**config.mk**
```make
export PLATFORM = sky130hd
export DESIGN_NAME = two_channel_lux_calculator_top_flat
export DESIGN_NICKNAME = d
export VERILOG_FILES = /design/src/rtl/core/tlc_pkg.sv /design/src/rtl/core/tlc_if.sv /design/src/rtl/core/tlc_segment.sv /design/src/rtl/core/tlc_ratio_div.sv /design/src/rtl/core/tlc_lux_scale.sv /design/src/rtl/core/two_channel_lux_calculator_top.sv /design/src/flat_wrapper.sv
export VERILOG_INCLUDE_DIRS = /design/src /design/src/rtl/core
export SDC_FILE = /design/constraint.sdc
export NUM_CORES = 2
export LEC_CHECK = 0
export BUFFER_PORTS_ARGS = -buffer_cell sky130_fd_sc_hd__buf_2
export CELL_PAD_IN_SITES_DETAIL_PLACEMENT = 0
export CELL_PAD_IN_SITES_GLOBAL_PLACEMENT = 1
export CORE_MARGIN = 3
export CORE_UTILIZATION = 57
export DETAILED_ROUTE_END_ITERATION = 8
export PLACE_DENSITY_LB_ADDON = 0.1
export SLEW_MARGIN = 20
export SYNTH_ARGS = -nofsm -noshare
export SYNTH_HDL_FRONTEND = slang
export SYNTH_SLANG_ARGS = --single-unit
export TNS_END_PERCENT = 100
```
**constraint.sdc**
```tcl
create_clock -name i_clk -period 24.6 [get_ports i_clk]
set_clock_uncertainty 0.2 [all_clocks]
set_input_delay 2.46 -clock i_clk [delete_from_list [all_inputs] [get_ports i_clk]]
set_output_delay 2.46 -clock i_clk [all_outputs]
set_load 0.03 [all_outputs]
```
**src/rtl/core/two_channel_lux_calculator_top_defines.svh**
```systemverilog
// Assertion macros shared by the lux calculator modules.
`ifndef TWO_CHANNEL_LUX_CALCULATOR_TOP_DEFINES_SVH
`define TWO_CHANNEL_LUX_CALCULATOR_TOP_DEFINES_SVH

// The property must hold in the same cycle as its trigger.
`define TLC_ASSERT_SAME(label, clk, rst_n, trig, prop, msg) \
    label: assert property (@(posedge clk) disable iff (!rst_n) (trig) |-> (prop)) \
        else $error(msg);

// The property must hold in the cycle after its trigger.
`define TLC_ASSERT_NEXT(label, clk, rst_n, trig, prop, msg) \
    label: assert property (@(posedge clk) disable iff (!rst_n) (trig) |=> (prop)) \
        else $error(msg);

`endif

```
**src/rtl/core/tlc_pkg.sv**
```systemverilog
package tlc_pkg;

    localparam int unsigned POWER_TABLE_DEPTH = 64;
    localparam int unsigned RATIO_FRAC_BITS   = 10;

    localparam int unsigned COUNT_W       = 16;
    localparam int unsigned LUX_W         = 19;
    localparam int unsigned LUX_FRAC_BITS = 8;
    localparam logic [LUX_W-1:0] LUX_MAX  = '1;

    localparam int unsigned IDX_W = $clog2(POWER_TABLE_DEPTH + 1);

    // The table depth is a power of two, so the table grid divides by shifts.
    localparam int unsigned DEPTH_LOG2 = $clog2(POWER_TABLE_DEPTH);

    // The coefficient scale of 100000 splits into a power of two and an odd part.
    localparam int unsigned COEF_SCALE_POW2 = 5;
    localparam int unsigned COEF_SCALE_ODD  = 3125;

    localparam longint unsigned LOW_BASE  = 64'd3040 << 16;
    localparam longint unsigned LOW_SLOPE = 64'd6200;
    localparam int unsigned COEF_W = $clog2(LOW_BASE + 1);

    localparam int unsigned LIN_COEF_W = 12;
    localparam int unsigned LIN_W      = COUNT_W + LIN_COEF_W;
    localparam logic [LIN_COEF_W-1:0] MID_A  = 12'd2240;
    localparam logic [LIN_COEF_W-1:0] MID_B  = 12'd3100;
    localparam logic [LIN_COEF_W-1:0] HIGH_A = 12'd1280;
    localparam logic [LIN_COEF_W-1:0] HIGH_B = 12'd1530;
    localparam logic [LIN_COEF_W-1:0] IR_A   = 12'd146;
    localparam logic [LIN_COEF_W-1:0] IR_B   = 12'd112;

    localparam int unsigned LOW_SHIFT = COEF_SCALE_POW2 + LUX_FRAC_BITS;
    localparam int unsigned LIN_SHIFT = LUX_FRAC_BITS - COEF_SCALE_POW2;
    localparam int unsigned X_W       = COUNT_W + COEF_W - LOW_SHIFT;

    localparam int unsigned RECIP_SHIFT = X_W;
    localparam longint unsigned RECIP_MUL = (64'd1 << RECIP_SHIFT) / COEF_SCALE_ODD;
    localparam int unsigned RECIP_W = $clog2(RECIP_MUL + 1);
    localparam int unsigned QUOT_W  = X_W - $clog2(COEF_SCALE_ODD) + 1;

    localparam int unsigned DIV_STEPS_PER_STAGE = 2;
    localparam int unsigned DIV_STAGES =
        (RATIO_FRAC_BITS + DIV_STEPS_PER_STAGE - 1) / DIV_STEPS_PER_STAGE;

    typedef enum logic [2:0] {
        SEG_ZERO = 3'd0,
        SEG_LOW  = 3'd1,
        SEG_MID  = 3'd2,
        SEG_HIGH = 3'd3,
        SEG_IR   = 3'd4,
        SEG_OVER = 3'd5
    } t_segment;

    typedef struct packed {
        logic [COUNT_W-1:0] ch0;
        logic [COUNT_W-1:0] ch1;
        t_segment           seg;
    } t_sample;

    typedef struct packed {
        t_sample                    sample;
        logic [RATIO_FRAC_BITS-1:0] ratio;
    } t_ratio_word;

    typedef logic [COEF_W-1:0] t_coef_rom [POWER_TABLE_DEPTH + 1];

    // x^1.4 with 16 fractional bits, where x = idx / (2 * depth).
    function automatic longint unsigned power_entry(input longint unsigned idx);
        longint unsigned i;
        longint unsigned s;
        longint unsigned lo;
        longint unsigned hi;
        longint unsigned mid;
        longint unsigned p;
        i = (idx > POWER_TABLE_DEPTH) ? POWER_TABLE_DEPTH : idx;
        s = ((i * i) << 40) >> (2 * DEPTH_LOG2 + 2);
        s = s << 20;
        lo = 0;
        hi = 4096;
        while (lo < hi) begin
            mid = (lo + hi + 1) >> 1;
            p = mid * mid * mid * mid * mid;
            if (p <= s) begin
                lo = mid;
            end else begin
                hi = mid - 1;
            end
        end
        return (i * lo * 16) >> (DEPTH_LOG2 + 1);
    endfunction

    // The low segment coefficient 3040 * 2^16 - 6200 * x^1.4 for every table point.
    function automatic t_coef_rom build_coef_rom();
        t_coef_rom rom;
        for (int i = 0; i <= POWER_TABLE_DEPTH; i++) begin
            rom[i] = COEF_W'(LOW_BASE - LOW_SLOPE * power_entry(longint'(i)));
        end
        return rom;
    endfunction

    localparam t_coef_rom LOW_COEF_ROM = build_coef_rom();

endpackage

```
**src/rtl/core/tlc_if.sv**
```systemverilog
interface tlc_in_if;
    logic                         valid;
    logic                         ready;
    logic [tlc_pkg::COUNT_W-1:0]  broadband_count;
    logic [tlc_pkg::COUNT_W-1:0]  infrared_count;

    modport source (output valid, output broadband_count, output infrared_count,
                    input ready);
    modport sink   (input valid, input broadband_count, input infrared_count,
                    output ready);
endinterface

interface tlc_out_if;
    logic                       valid;
    logic                       ready;
    logic [tlc_pkg::LUX_W-1:0]  lux_fixed;
    logic [2:0]                 segment;

    modport source (output valid, output lux_fixed, output segment, input ready);
    modport sink   (input valid, input lux_fixed, input segment, output ready);
endinterface

```
**src/rtl/core/tlc_segment.sv**
```systemverilog
module tlc_segment (
    input  logic             i_clk,
    input  logic             i_rst_n,
    tlc_in_if.sink           i_in,
    output logic             o_valid,
    input  logic             i_ready,
    output tlc_pkg::t_sample o_sample
);

    localparam int unsigned CMP_W = tlc_pkg::COUNT_W + 7;

    logic             r_valid;
    tlc_pkg::t_sample r_sample;
    tlc_pkg::t_sample n_sample;
    logic             w_en;
    logic [CMP_W-1:0] w_ch0;
    logic [CMP_W-1:0] w_ch1;

    assign w_en       = !r_valid || i_ready;
    assign i_in.ready = w_en;
    assign o_valid    = r_valid;
    assign o_sample   = r_sample;

    // The ratio bounds are tested by cross multiplication, so the choice is exact.
    always_comb begin
        w_ch0 = CMP_W'(i_in.broadband_count);
        w_ch1 = CMP_W'(i_in.infrared_count);
        n_sample.ch0 = i_in.broadband_count;
        n_sample.ch1 = i_in.infrared_count;
        priority if (w_ch0 == '0) begin
            n_sample.seg = tlc_pkg::SEG_ZERO;
        end else if (w_ch1 * CMP_W'(2) <= w_ch0) begin
            n_sample.seg = tlc_pkg::SEG_LOW;
        end else if (w_ch1 * CMP_W'(100) <= w_ch0 * CMP_W'(61)) begin
            n_sample.seg = tlc_pkg::SEG_MID;
        end else if (w_ch1 * CMP_W'(10) <= w_ch0 * CMP_W'(8)) begin
            n_sample.seg = tlc_pkg::SEG_HIGH;
        end else if (w_ch1 * CMP_W'(10) <= w_ch0 * CMP_W'(13)) begin
            n_sample.seg = tlc_pkg::SEG_IR;
        end else begin
            n_sample.seg = tlc_pkg::SEG_OVER;
        end
    end

    always_ff @(posedge i_clk) begin
        if (!i_rst_n) begin
            r_valid <= 1'b0;
        end else if (w_en) begin
            r_valid <= i_in.valid;
        end
    end

    always_ff @(posedge i_clk) begin
        if (w_en && i_in.valid) begin
            r_sample <= n_sample;
        end
    end

endmodule

```
**src/rtl/core/tlc_ratio_div.sv**
```systemverilog
`include "two_channel_lux_calculator_top_defines.svh"

module tlc_ratio_div (
    input  logic                 i_clk,
    input  logic                 i_rst_n,
    input  logic                 i_valid,
    output logic                 o_ready,
    input  tlc_pkg::t_sample     i_sample,
    output logic                 o_valid,
    input  logic                 i_ready,
    output tlc_pkg::t_ratio_word o_word
);

    localparam int unsigned F      = tlc_pkg::RATIO_FRAC_BITS;
    localparam int unsigned STEPS  = tlc_pkg::DIV_STEPS_PER_STAGE;
    localparam int unsigned STAGES = tlc_pkg::DIV_STAGES;
    localparam int unsigned CW     = tlc_pkg::COUNT_W;

    typedef struct packed {
        tlc_pkg::t_sample sample;
        logic [CW-1:0]    rem;
        logic [F-1:0]     quo;
    } t_div_slot;

    t_div_slot         r_slot [STAGES];
    t_div_slot         n_slot [STAGES];
    t_div_slot         w_src  [STAGES];
    logic [STAGES-1:0] r_valid;
    logic [STAGES-1:0] w_src_valid;
    logic [STAGES:0]   w_chain;

    assign w_src_valid = {r_valid[STAGES-2:0], i_valid};
    assign o_ready     = w_chain[0];
    assign o_valid     = r_valid[STAGES-1];
    assign o_word.sample = r_slot[STAGES-1].sample;
    assign o_word.ratio  = r_slot[STAGES-1].quo;

    always_comb begin
        w_chain[STAGES] = i_ready;
        for (int k = STAGES - 1; k >= 0; k--) begin
            w_chain[k] = !r_valid[k] || w_chain[k + 1];
        end
    end

    // Only the low segment needs the ratio; other words divide zero.
    always_comb begin
        w_src[0].sample = i_sample;
        w_src[0].rem    = (i_sample.seg == tlc_pkg::SEG_LOW) ? i_sample.ch1 : '0;
        w_src[0].quo    = '0;
        for (int k = 1; k < STAGES; k++) begin
            w_src[k] = r_slot[k - 1];
        end
    end

    // Restoring division, two quotient bits per stage.
    always_comb begin
        logic [CW:0] trial;
        t_div_slot   slot;
        trial = '0;
        for (int k = 0; k < STAGES; k++) begin
            slot = w_src[k];
            for (int j = 0; j < STEPS; j++) begin
                if (k * STEPS + j < F) begin
                    trial = {slot.rem, 1'b0};
                    if (slot.sample.seg == tlc_pkg::SEG_LOW &&
                        trial >= {1'b0, slot.sample.ch0}) begin
                        slot.rem = CW'(trial - {1'b0, slot.sample.ch0});
                        slot.quo = {slot.quo[F-2:0], 1'b1};
                    end else begin
                        slot.rem = trial[CW-1:0];
                        slot.quo = {slot.quo[F-2:0], 1'b0};
                    end
                end
            end
            n_slot[k] = slot;
        end
    end

    always_ff @(posedge i_clk) begin
        if (!i_rst_n) begin
            r_valid <= '0;
        end else begin
            for (int k = 0; k < STAGES; k++) begin
                if (w_chain[k]) begin
                    r_valid[k] <= w_src_valid[k];
                end
            end
        end
    end

    always_ff @(posedge i_clk) begin
        for (int k = 0; k < STAGES; k++) begin
            if (w_chain[k] && w_src_valid[k]) begin
                r_slot[k] <= n_slot[k];
            end
        end
    end

    `TLC_ASSERT_SAME(a_low_ratio_range, i_clk, i_rst_n,
        r_valid[STAGES-1] && r_slot[STAGES-1].sample.seg == tlc_pkg::SEG_LOW,
        r_slot[STAGES-1].quo <= F'(1 << (F - 1)) &&
        r_slot[STAGES-1].rem < r_slot[STAGES-1].sample.ch0,
        "ratio of a low segment word is out of range")
    `TLC_ASSERT_SAME(a_other_ratio_zero, i_clk, i_rst_n,
        r_valid[STAGES-1] && r_slot[STAGES-1].sample.seg != tlc_pkg::SEG_LOW,
        r_slot[STAGES-1].quo == '0,
        "ratio of a word outside the low segment is not zero")
    `TLC_ASSERT_NEXT(a_stall_holds, i_clk, i_rst_n,
        r_valid[STAGES-1] && !i_ready,
        r_valid[STAGES-1] && $stable(o_word),
        "stalled divider word changed")

endmodule

```
**src/rtl/core/tlc_lux_scale.sv**
```systemverilog
`include "two_channel_lux_calculator_top_defines.svh"

module tlc_lux_scale (
    input  logic                 i_clk,
    input  logic                 i_rst_n,
    input  logic                 i_valid,
    output logic                 o_ready,
    input  tlc_pkg::t_ratio_word i_word,
    tlc_out_if.source            o_out
);

    localparam int unsigned F      = tlc_pkg::RATIO_FRAC_BITS;
    localparam int unsigned D      = tlc_pkg::POWER_TABLE_DEPTH;
    localparam int unsigned TWO_D  = 2 * D;
    localparam int unsigned SUM_W  = F + $clog2(TWO_D) + 1;
    localparam int unsigned RAW_W  = SUM_W - F;
    localparam int unsigned IW     = tlc_pkg::IDX_W;
    localparam int unsigned CW     = tlc_pkg::COUNT_W;
    localparam int unsigned KW     = tlc_pkg::COEF_W;
    localparam int unsigned LW     = tlc_pkg::LIN_W;
    localparam int unsigned PW     = CW + KW;
    localparam int unsigned XW     = tlc_pkg::X_W;
    localparam int unsigned MW     = XW + tlc_pkg::RECIP_W;
    localparam int unsigned QW     = tlc_pkg::QUOT_W;
    localparam int unsigned BW     = XW + 2;
    localparam int unsigned STAGES = 5;

    logic [STAGES-1:0] r_valid;
    logic [STAGES-1:0] w_src_valid;
    logic [STAGES:0]   w_chain;

    logic [IW-1:0]     r_s0_idx;
    logic [LW-1:0]     r_s0_pa;
    logic [LW-1:0]     r_s0_pb;
    logic [CW-1:0]     r_s0_ch0;
    tlc_pkg::t_segment r_s0_seg;

    logic [KW-1:0]     r_s1_coef;
    logic [LW-1:0]     r_s1_lin;
    logic [CW-1:0]     r_s1_ch0;
    tlc_pkg::t_segment r_s1_seg;

    logic [PW-1:0]     r_s2_prod;
    logic [LW-1:0]     r_s2_lin;
    tlc_pkg::t_segment r_s2_seg;

    logic [XW-1:0]     r_s3_x;
    logic [QW-1:0]     r_s3_qest;
    tlc_pkg::t_segment r_s3_seg;

    logic [tlc_pkg::LUX_W-1:0] r_out_lux;
    tlc_pkg::t_segment         r_out_seg;

    logic [SUM_W-1:0]            w_sum;
    logic [RAW_W-1:0]            w_idx_raw;
    logic [IW-1:0]               n_s0_idx;
    logic [tlc_pkg::LIN_COEF_W-1:0] w_coef_a;
    logic [tlc_pkg::LIN_COEF_W-1:0] w_coef_b;
    logic [LW:0]                 w_diff;
    logic [LW-1:0]               n_s1_lin;
    logic [XW-1:0]               n_s3_x;
    logic [MW-1:0]               w_recip;
    logic [BW-1:0]               w_bound;
    logic [QW-1:0]               w_quot;
    logic [tlc_pkg::LUX_W-1:0]   n_out_lux;

    assign w_src_valid = {r_valid[STAGES-2:0], i_valid};
    assign o_ready     = w_chain[0];

    always_comb begin
        w_chain[STAGES] = o_out.ready;
        for (int k = STAGES - 1; k >= 0; k--) begin
            w_chain[k] = !r_valid[k] || w_chain[k + 1];
        end
    end

    // Table index: the ratio rounded onto the table grid, clamped at its top entry.
    always_comb begin
        w_sum     = SUM_W'(i_word.ratio) * SUM_W'(TWO_D) + SUM_W'(1 << (F - 1));
        w_idx_raw = w_sum[SUM_W-1:F];
        if (w_idx_raw > RAW_W'(D)) begin
            n_s0_idx = IW'(D);
        end else begin
            n_s0_idx = w_idx_raw[IW-1:0];
        end
        unique case (i_word.sample.seg)
            tlc_pkg::SEG_MID: begin
                w_coef_a = tlc_pkg::MID_A;
                w_coef_b = tlc_pkg::MID_B;
            end
            tlc_pkg::SEG_HIGH: begin
                w_coef_a = tlc_pkg::HIGH_A;
                w_coef_b = tlc_pkg::HIGH_B;
            end
            tlc_pkg::SEG_IR: begin
                w_coef_a = tlc_pkg::IR_A;
                w_coef_b = tlc_pkg::IR_B;
            end
            default: begin
                w_coef_a = '0;
                w_coef_b = '0;
            end
        endcase
    end

    always_comb begin
        w_diff   = {1'b0, r_s0_pa} - {1'b0, r_s0_pb};
        n_s1_lin = w_diff[LW] ? '0 : w_diff[LW-1:0];
    end

    // Both formulas meet in one divide by the odd part of the scale.
    always_comb begin
        if (r_s2_seg == tlc_pkg::SEG_LOW) begin
            n_s3_x = r_s2_prod[tlc_pkg::LOW_SHIFT +: XW];
        end else begin
            n_s3_x = XW'(r_s2_lin) << tlc_pkg::LIN_SHIFT;
        end
        w_recip = MW'(n_s3_x) * MW'(tlc_pkg::RECIP_MUL);
    end

    // The reciprocal estimate is low by at most one.
    always_comb begin
        w_bound = BW'(r_s3_qest) * BW'(tlc_pkg::COEF_SCALE_ODD)
                + BW'(tlc_pkg::COEF_SCALE_ODD);
        w_quot  = r_s3_qest + QW'(BW'(r_s3_x) >= w_bound);
        if (r_s3_seg == tlc_pkg::SEG_ZERO || r_s3_seg == tlc_pkg::SEG_OVER) begin
            n_out_lux = '0;
        end else if (w_quot > QW'(tlc_pkg::LUX_MAX)) begin
            n_out_lux = tlc_pkg::LUX_MAX;
        end else begin
            n_out_lux = w_quot[tlc_pkg::LUX_W-1:0];
        end
    end

    always_ff @(posedge i_clk) begin
        if (!i_rst_n) begin
            r_valid <= '0;
        end else begin
            for (int k = 0; k < STAGES; k++) begin
                if (w_chain[k]) begin
                    r_valid[k] <= w_src_valid[k];
                end
            end
        end
    end

    always_ff @(posedge i_clk) begin
        if (w_chain[0] && w_src_valid[0]) begin
            r_s0_idx <= n_s0_idx;
            r_s0_pa  <= LW'(i_word.sample.ch0) * LW'(w_coef_a);
            r_s0_pb  <= LW'(i_word.sample.ch1) * LW'(w_coef_b);
            r_s0_ch0 <= i_word.sample.ch0;
            r_s0_seg <= i_word.sample.seg;
        end
        if (w_chain[1] && w_src_valid[1]) begin
            r_s1_coef <= tlc_pkg::LOW_COEF_ROM[r_s0_idx];
            r_s1_lin  <= n_s1_lin;
            r_s1_ch0  <= r_s0_ch0;
            r_s1_seg  <= r_s0_seg;
        end
        if (w_chain[2] && w_src_valid[2]) begin
            r_s2_prod <= PW'(r_s1_ch0) * PW'(r_s1_coef);
            r_s2_lin  <= r_s1_lin;
            r_s2_seg  <= r_s1_seg;
        end
        if (w_chain[3] && w_src_valid[3]) begin
            r_s3_x    <= n_s3_x;
            r_s3_qest <= w_recip[tlc_pkg::RECIP_SHIFT +: QW];
            r_s3_seg  <= r_s2_seg;
        end
        if (w_chain[4] && w_src_valid[4]) begin
            r_out_lux <= n_out_lux;
            r_out_seg <= r_s3_seg;
        end
    end

    assign o_out.valid     = r_valid[STAGES-1];
    assign o_out.lux_fixed = r_out_lux;
    assign o_out.segment   = r_out_seg;

    `TLC_ASSERT_SAME(a_recip_bound, i_clk, i_rst_n,
        r_valid[3],
        BW'(r_s3_x) >= BW'(r_s3_qest) * BW'(tlc_pkg::COEF_SCALE_ODD) &&
        BW'(r_s3_x) < BW'(r_s3_qest) * BW'(tlc_pkg::COEF_SCALE_ODD)
                      + BW'(2 * tlc_pkg::COEF_SCALE_ODD),
        "reciprocal quotient estimate is off by more than one")
    `TLC_ASSERT_SAME(a_no_light_zero, i_clk, i_rst_n,
        r_valid[STAGES-1] &&
        (r_out_seg == tlc_pkg::SEG_ZERO || r_out_seg == tlc_pkg::SEG_OVER),
        r_out_lux == '0,
        "lux is not zero for an empty or out of range word")

endmodule

```
**src/rtl/core/two_channel_lux_calculator_top.sv**
```systemverilog
// Lux calculator: each word on i_in carries a broadband and an infrared count and
// yields one word on o_out with lux (8 fractional bits) and the segment that was used.
// A new word is taken every cycle unless backpressure on o_out stalls the pipeline;
// each word passes the classify stage, the divider that forms two ratio bits per
// stage, and the five stages of table lookup, multiplication and scaling. Each stage
// holds its word under backpressure, so bubbles in the pipeline are still filled
// while the output waits.
module two_channel_lux_calculator_top (
    input  logic      i_clk,
    input  logic      i_rst_n,
    tlc_in_if.sink    i_in,
    tlc_out_if.source o_out
);

    logic                 w_seg_valid;
    logic                 w_seg_ready;
    tlc_pkg::t_sample     w_seg_sample;
    logic                 w_div_valid;
    logic                 w_div_ready;
    tlc_pkg::t_ratio_word w_div_word;

    tlc_segment u_segment (
        .i_clk    (i_clk),
        .i_rst_n  (i_rst_n),
        .i_in     (i_in),
        .o_valid  (w_seg_valid),
        .i_ready  (w_seg_ready),
        .o_sample (w_seg_sample)
    );

    tlc_ratio_div u_ratio_div (
        .i_clk    (i_clk),
        .i_rst_n  (i_rst_n),
        .i_valid  (w_seg_valid),
        .o_ready  (w_seg_ready),
        .i_sample (w_seg_sample),
        .o_valid  (w_div_valid),
        .i_ready  (w_div_ready),
        .o_word   (w_div_word)
    );

    tlc_lux_scale u_lux_scale (
        .i_clk   (i_clk),
        .i_rst_n (i_rst_n),
        .i_valid (w_div_valid),
        .o_ready (w_div_ready),
        .i_word  (w_div_word),
        .o_out   (o_out)
    );

endmodule

```
**src/flat_wrapper.sv**
```systemverilog
// flat-port wrapper written by rule: the top's interface ports become plain ports
module two_channel_lux_calculator_top_flat 
  (i_clk, i_rst_n, i_in_valid, i_in_broadband_count, i_in_infrared_count, i_in_ready, o_out_valid, o_out_lux_fixed, o_out_segment, o_out_ready);
  tlc_in_if i_in_i ();
  tlc_out_if o_out_i ();
  input  logic i_clk;
  input  logic i_rst_n;
  input wire logic [$bits(i_in_i.valid)-1:0] i_in_valid;
  input wire logic [$bits(i_in_i.broadband_count)-1:0] i_in_broadband_count;
  input wire logic [$bits(i_in_i.infrared_count)-1:0] i_in_infrared_count;
  output wire logic [$bits(i_in_i.ready)-1:0] i_in_ready;
  output wire logic [$bits(o_out_i.valid)-1:0] o_out_valid;
  output wire logic [$bits(o_out_i.lux_fixed)-1:0] o_out_lux_fixed;
  output wire logic [$bits(o_out_i.segment)-1:0] o_out_segment;
  input wire logic [$bits(o_out_i.ready)-1:0] o_out_ready;
  assign i_in_i.valid = i_in_valid;
  assign i_in_i.broadband_count = i_in_broadband_count;
  assign i_in_i.infrared_count = i_in_infrared_count;
  assign i_in_ready = i_in_i.ready;
  assign o_out_valid = o_out_i.valid;
  assign o_out_lux_fixed = o_out_i.lux_fixed;
  assign o_out_segment = o_out_i.segment;
  assign o_out_i.ready = o_out_ready;
  two_channel_lux_calculator_top u_core (.i_clk(i_clk), .i_rst_n(i_rst_n), .i_in(i_in_i), .o_out(o_out_i));
endmodule
```
# After elaboration in Yosys (flattened, before gate mapping)
# Memories as Yosys holds them, arrays and structs flattened. A register that Yosys moved wholly into a read port is not among the register bits.
# Cells that the tools add are included.
# op_classes
n_mux,29
mul,9
order_cmp,17
n_addsub,14
eq_ne,10
reduce_logical,48
n_bitwise,1
# op_table
operator,count
2-to-1 mux 26 bit,10
greater-or-equal comparator 17 x 16 -> 1 bit,10
subtractor 16 bit,10
case mux 12 bit (3 select lines),2
multiplier 16 x 12 -> 28 bit,2
"multiplier 31 x 19 -> 50 bit, second input constant",1
multiplier 16 x 28 -> 44 bit,1
"adder 32 x 12 -> 33 bit, second input constant",1
greater-or-equal comparator 31 x 33 -> 1 bit,1
"multiplier 20 x 12 -> 32 bit, second input constant",1
2-to-1 mux 31 bit,1
subtractor 28 x 28 -> 29 bit,1
<= comparator 23 x 22 -> 1 bit,1
"multiplier 16 x 6 -> 22 bit, second input constant",1
logical AND 1 bit,21
"multiplier 16 x 5 -> 21 bit, second input constant",1
adder 20 x 1 -> 20 bit,1
"> comparator 20 x 19 -> 1 bit, second input constant",1
<= comparator 20 x 19 -> 1 bit,1
<= comparator 20 bit,1
"multiplier 16 x 4 -> 20 bit, second input constant",1
"multiplier 16 x 3 -> 19 bit, second input constant",1
2-to-1 mux 19 bit,1
"adder 17 x 10 -> 18 bit, second input constant",1
other kinds (15),55
# totals
ram_bits,305
output_inout_bits,24
wordCells,162
rom_bits,3584
inputBits,36
memories,2
ff_bits,326
# mem_list
memory,words,width,rd,rd_clocked_by_memory_dff,write_ports,line_no,source
(name not given),128,28,1,1,0,tlc_lux_scale.sv:156,r_s1_coef <= tlc_pkg::LOW_COEF_ROM[r_s0_idx];
u_core.u_ratio_div.r_slot,5,61,5,0,5,tlc_ratio_div.sv:25,t_div_slot r_slot [STAGES];

# Logic depth before layout (Yosys ltp)
# depth
depth_word,14
mapped_depth,41
ltp_nobuf,40

# Hierarchy
# Synthesis repeated with hierarchy kept, for this count alone.
# hier_totals
hier_cells,7531
area_unflattened_um2,76214.3
# by_module_without_submodules
module,cells_per_inst,area_each_um2,n_inst,seq_area_each_um2
tlc_lux_scale,5033,50078.0,1,8748.4
tlc_ratio_div,1597,17640.7,1,8177.8
tlc_segment,901,8495.6,1,1071.0

# Worst setup path before layout
# Ideal clock, no wire load.
# synth_path
path_type,input -> register
startpoint,in o_out_ready
endpoint,reg u_core.u_lux_scale.r_s0_ch0[0] (enable)
t_arrival_ns,8.831
n_path_buf,1
t_required_ns,23.759
path_slack_ns,14.928
setup_time_ns,0.641
stages,5
cell_sequence,nor2b_1 > and2_1 > and3_1 > clkbuf_1 > a21boi_0
# synth_between
elab_chain_cells,6
# synth_lines
item,line_no,source
from (decl),flat_wrapper.sv:15,input wire logic [$bits(o_out_i.ready)-1:0] o_out_ready;
logical OR 1 bit (5 in series),tlc_lux_scale.sv:73,w_chain[k] = !r_valid[k] || w_chain[k + 1];
logical AND 1 bit,tlc_lux_scale.sv:148,if (w_chain[0] && w_src_valid[0]) begin
to (signal assigned),tlc_lux_scale.sv:152,r_s0_ch0 <= i_word.sample.ch0;
to (decl),tlc_lux_scale.sv:35,logic [CW-1:0] r_s0_ch0;
# No other way between the ends.
# A chain may end at the register's enable or synchronous reset.

# Worst setup path in the final report
# layout_path
startpoint,reg u_core.u_lux_scale.r_s3_qest[7]
endpoint,"reg u_core.u_lux_scale.r_out_lux, in the netlist u_core.u_lux_scale.o_out.lux_fixed[2] (data pin)"
# layout_between
elab_chain_cells,6
# layout_lines
item,line_no,source
from (decl),tlc_lux_scale.sv:48,logic [QW-1:0] r_s3_qest;
from (signal assigned),tlc_lux_scale.sv:168,r_s3_qest <= w_recip[tlc_pkg::RECIP_SHIFT +: QW];
multiplier 20 x 12 -> 32 bit,tlc_lux_scale.sv:123,w_bound = BW'(r_s3_qest) * BW'(tlc_pkg::COEF_SCALE_ODD)
adder 32 x 12 -> 33 bit,tlc_lux_scale.sv:124,+ BW'(tlc_pkg::COEF_SCALE_ODD);
greater-or-equal comparator 31 x 33 -> 1 bit,tlc_lux_scale.sv:125,w_quot = r_s3_qest + QW'(BW'(r_s3_x) >= w_bound);
adder 20 x 1 -> 20 bit (*),tlc_lux_scale.sv:125,
> comparator 20 x 19 -> 1 bit,tlc_lux_scale.sv:128,end else if (w_quot > QW'(tlc_pkg::LUX_MAX)) begin
2-to-1 mux 19 bit (*),tlc_lux_scale.sv:128,
to (signal assigned),tlc_lux_scale.sv:172,r_out_lux <= n_out_lux;
to (decl),tlc_lux_scale.sv:51,logic [tlc_pkg::LUX_W-1:0] r_out_lux;
# Mark *: on every way between the ends. The rest lies on a longest branch, timed or not.

==> out/qor.csv <==
stage;metric;value;unit
run_status;outcome;finished clean;
setup_path;cp_slowest_cell;xor2_1;
worst_hold_path;hold_path.class;register to register;
setup_path;start_kind;register;
final_layout;syn2layout_area_growth;6.47;%
synthesis;synth_enable_flop_cells;574;
placement;dp_cells;8672;
synthesis;syn_nets;9076;
timing;period_share;0.387;
synthesis;synth_xor_xnor_area_share;0.0378;
global_routing;antenna_found_initial;3;
clocking;cts_root_buf;clkbuf_16;
setup_path;r2r-start;u_core.u_lux_scale.r_s3_qest[7];
timing;post-route-min-period;9.53;ns
final_layout;final_cell_count_no_fill;8805;
setup_path;critPathCaptureType;register;
global_routing;grt.overflow.total;0;
final_layout;final_nets;9118;
setup_path;critPathMaxStageDelay;0.61;ns
synthesis;async_flop_share;0;
clocking;cts_max_path_buffers;3;
clocking;hold_buffers;0;
drt;avgRoutedWirePerCell;19.9;µm
worst_hold_path;hold-path-endpoint;u_core.u_lux_scale.r_s1_ch0[13];
run;max_cap_violations;0;
setup_path;worst-r2r-setup-slack;15.07;ns
timing;worst_pin_slew;1.15;ns
synthesis;synth_top_family_by_area;adder cells;
clocking;clkSinkCount;585;
drt;via_per_inst;5.55;
setup_path;critical_path_peak_fanout;11;
synthesis;synth.largest_area_cell;fa_1;
clocking;cts.repair.resized;0;
synthesis;synth-compound-area-share;0.0927;
drt;drt_pre_antenna_iters;5;
power_and_ir_drop;p_per_area;40.2;nW/µm²
clocking;htreeDepth;3;
synthesis;yosys.area_share.simple;0.0987;
timing;fmax;105;MHz
placement;io_buffers;59;
die;die-height;363;µm
synthesis;syn_area_per_cell;10.3;µm²
clocking;post-cts-setup-buffers;0;
die;fp.coreArea;126000;µm²
setup_path;crit_arrival;9.73;ns
worst_hold_path;hp-start;u_core.u_lux_scale.r_s0_ch0[13];
worst_hold_path;holdPathStages;0;
placement;hpwl;144;mm
setup_path;worstRegToRegCells;39;
final_layout;drive_gt1_frac;0.0524;
synthesis;synth_top_area_share;0.238;
setup_path;reg2reg_to;u_core.u_lux_scale.o_out.lux_fixed[2];
clocking;clock_latency;0.67;ns
setup_path;crit_type;register to register;
synthesis;syn-instance-count;7054;
setup_path;required;24.80;ns
timing;rsz0062_at_grt;no;
clocking;cts_tree;done;
clocking;cts_made_buffers;71;
global_routing;grtUsageTotal;0.274;
timing;slew_viol_final;0;
synthesis;synth_mux_area_frac;0.0166;
drt;ant_nets;0;
drt;drtIter0Drc;2965;
timing;setup_viol;0;
synthesis;synthAdderAreaFrac;0.432;
global_routing;grt_max_degree;74;
synthesis;synth.area.top_cells;fa_1 (24%), edfxtp_1 (24%), ha_1 (19%);
drt;vias;48900;
die;std_cell_rows;130;
die;start_util;0.576;
die;die_area;132000;µm²
timing;setup_tns;0;ns
clocking;cts.clk_slew.worst_paths;0.07;ns
drt;remaining_drc_errors;0;
timing;slew_headroom;0.231;
synthesis;ys_ff_latch;585;
synthesis;ys.flop_type;edfxtp_1;
power_and_ir_drop;p_leak;38.0;nW
synthesis;netlist_area;72500;µm²
global_routing;grt_pass1_wl;283;mm
synthesis;synth-seq-area-share;0.241;
timing;hold_viol_final;0;
global_routing;grt_pass1_vias;51100;
power_and_ir_drop;vdd_drop_max;87.1;µV
die;chipWidth;363;µm
placement;place.gp.congestion;0.904;
synthesis;yosys_warnings;0;
die;ios;60;
synthesis;yosysUniqueCellTypes;104;
drt;routed_wl;175;mm
final_layout;fin_util;0.613;
==> cells in the final DEF (no fill, tap or decap), drive strengths merged, types with 46 or more instances in the layout <==
| master | instances |
|---|---|
| nor2 | 265 |
| and2 | 215 |
| and3 | 60 |
| nor2b | 79 |
| o21ai | 176 |
| xor2 | 122 |
| nor3 | 76 |
| nand4 | 57 |
| fa | 862 |
| a21oi | 322 |
| inv | 1427 |
| ha | 1124 |
| xnor2 | 191 |
| buf | 114 |
| a21o | 173 |
| nand2b | 49 |
| edfxtp | 574 |
| o21a | 48 |
| mux2 | 60 |
| clkbuf | 81 |
| nand2 | 498 |
| mux2i | 46 |
| nand3 | 84 |
==> sequential cells by signal, summed over array words and instances (netlist names), 25 cells and up <==
| name | count |
|---|---|
| u_core.u_lux_scale.r_s1_lin | 27 |
| u_core.u_ratio_div.r_slot | 251 |
| u_core.u_lux_scale.r_s2_lin | 27 |
| u_core.u_lux_scale.r_s1_coef | 25 |
| u_core.u_segment.o_sample | 35 |
| u_core.u_lux_scale.r_s0_pa | 27 |
| u_core.u_lux_scale.r_s3_x | 31 |
| u_core.u_lux_scale.r_s2_prod | 31 |
| u_core.u_lux_scale.r_s0_pb | 27 |
==> routing by layer <==
| metal | global-route usage | vias up | part of all wire |
|---|---|---|---|
| met1 | 0.381 | 24200 | 0.45 |
| li1 | - | 23400 | - |
| met5 | 0 | - | 0.000074 |
| met2 | 0.459 | 1040 | 0.48 |
| met4 | 0.0636 | 2 | 0.022 |
| met3 | 0.0334 | 206 | 0.045 |
==> logic make-up (layout without fill, tap and decap cells) <==
kind of cell    after synthesis  in the layout
fa+ha+maj                  1986           1986
buf+inv                    1566           1666
simple gates               1469           1469
compound gates             1028           1028
flops                       585            585
xor+xnor                    313            313
mux                         107            107
other cells                   0              1
==> cell type report <==
cell class	instances	area, µm²
diodes	1	2.50
clock buffers	81	1810
clock inverters	50	563
fillers	10700	48700
inverters	1421	5330
multi-input cells	4903	49300
flip-flops and latches	585	17500
well taps	1650	2060
repair buffers	114	723
==> Yosys cell counts (16+ instances only) <==
cell type	n
fa_1	862
o211ai_1	21
nand4_1	57
nor2b_1	78
a311oi_1	16
o31ai_1	17
nand2_1	497
inv_1	1419
a31oi_1	43
o21bai_1	44
xnor2_1	191
clkbuf_1	127
nand2b_1	48
or2_2	39
xor2_1	122
o21a_1	48
edfxtp_1	574
nor3_1	76
nor2_1	265
o21ai_0	155
mux2_2	45
a21oi_1	319
a211oi_1	41
o21ai_1	17
ha_1	1124
and3_1	60
and2_1	213
mux2i_1	46
a21o_1	173
nand3_1	84
==> how the worst max path moves through the flow <==
stage / start / end / slack [ns] / cells past startpoint
CTS: u_core.u_lux_scale.r_s3_qest[6] / u_core.u_lux_scale.o_out.lux_fixed[2] / 15.03 / 39
global placement: u_core.u_lux_scale.r_s3_qest[6] / u_core.u_lux_scale.o_out.lux_fixed[0] / 15.14 / 39
finish: u_core.u_lux_scale.r_s3_qest[7] / u_core.u_lux_scale.o_out.lux_fixed[2] / 15.07 / 39
floorplan: o_out_ready / u_core.u_lux_scale.r_s0_ch0[0] / 14.93 / 5
detailed placement: u_core.u_lux_scale.r_s3_qest[6] / u_core.u_lux_scale.o_out.lux_fixed[2] / 15.09 / 39
global route: u_core.u_lux_scale.r_s3_qest[6] / u_core.u_lux_scale.o_out.lux_fixed[0] / 14.45 / 39
==> per-stage QoR <==
step / power, mW / area [µm²] / hold slack (ns) / setup slack (ns)
finish: 3.10 / 77200 / 0.204 / 15.07
floorplan: 1.83 / 72500 / 0.200 / 14.93
detailed placement: 2.04 / 74800 / 0.205 / 15.09
global route: 3.28 / 77200 / 0.217 / 14.45
global placement: 2.03 / 74800 / 0.201 / 15.14
CTS: 3.14 / 77200 / 0.204 / 15.03
==> worst max-delay path, delay by kind of cell, from the launching register on <==
family                   cells  cell delay, ns
XOR/XNOR                     2            0.74
adder cells (fa/ha/maj)      8            3.20
AND/OR/NAND/NOR              7            1.32
AO/OA/AOI/OAI               16            2.65
buffers and inverters        6            0.60
flip-flops                   1            0.49
==> power by group <==
| group | internal [mW] | switching, mW |
|---|---|---|
| registers | 1.11 | 0.0120 |
| clock network | 0.616 | 0.459 |
| logic | 0.399 | 0.500 |
(Power assumes the default switching activity.)
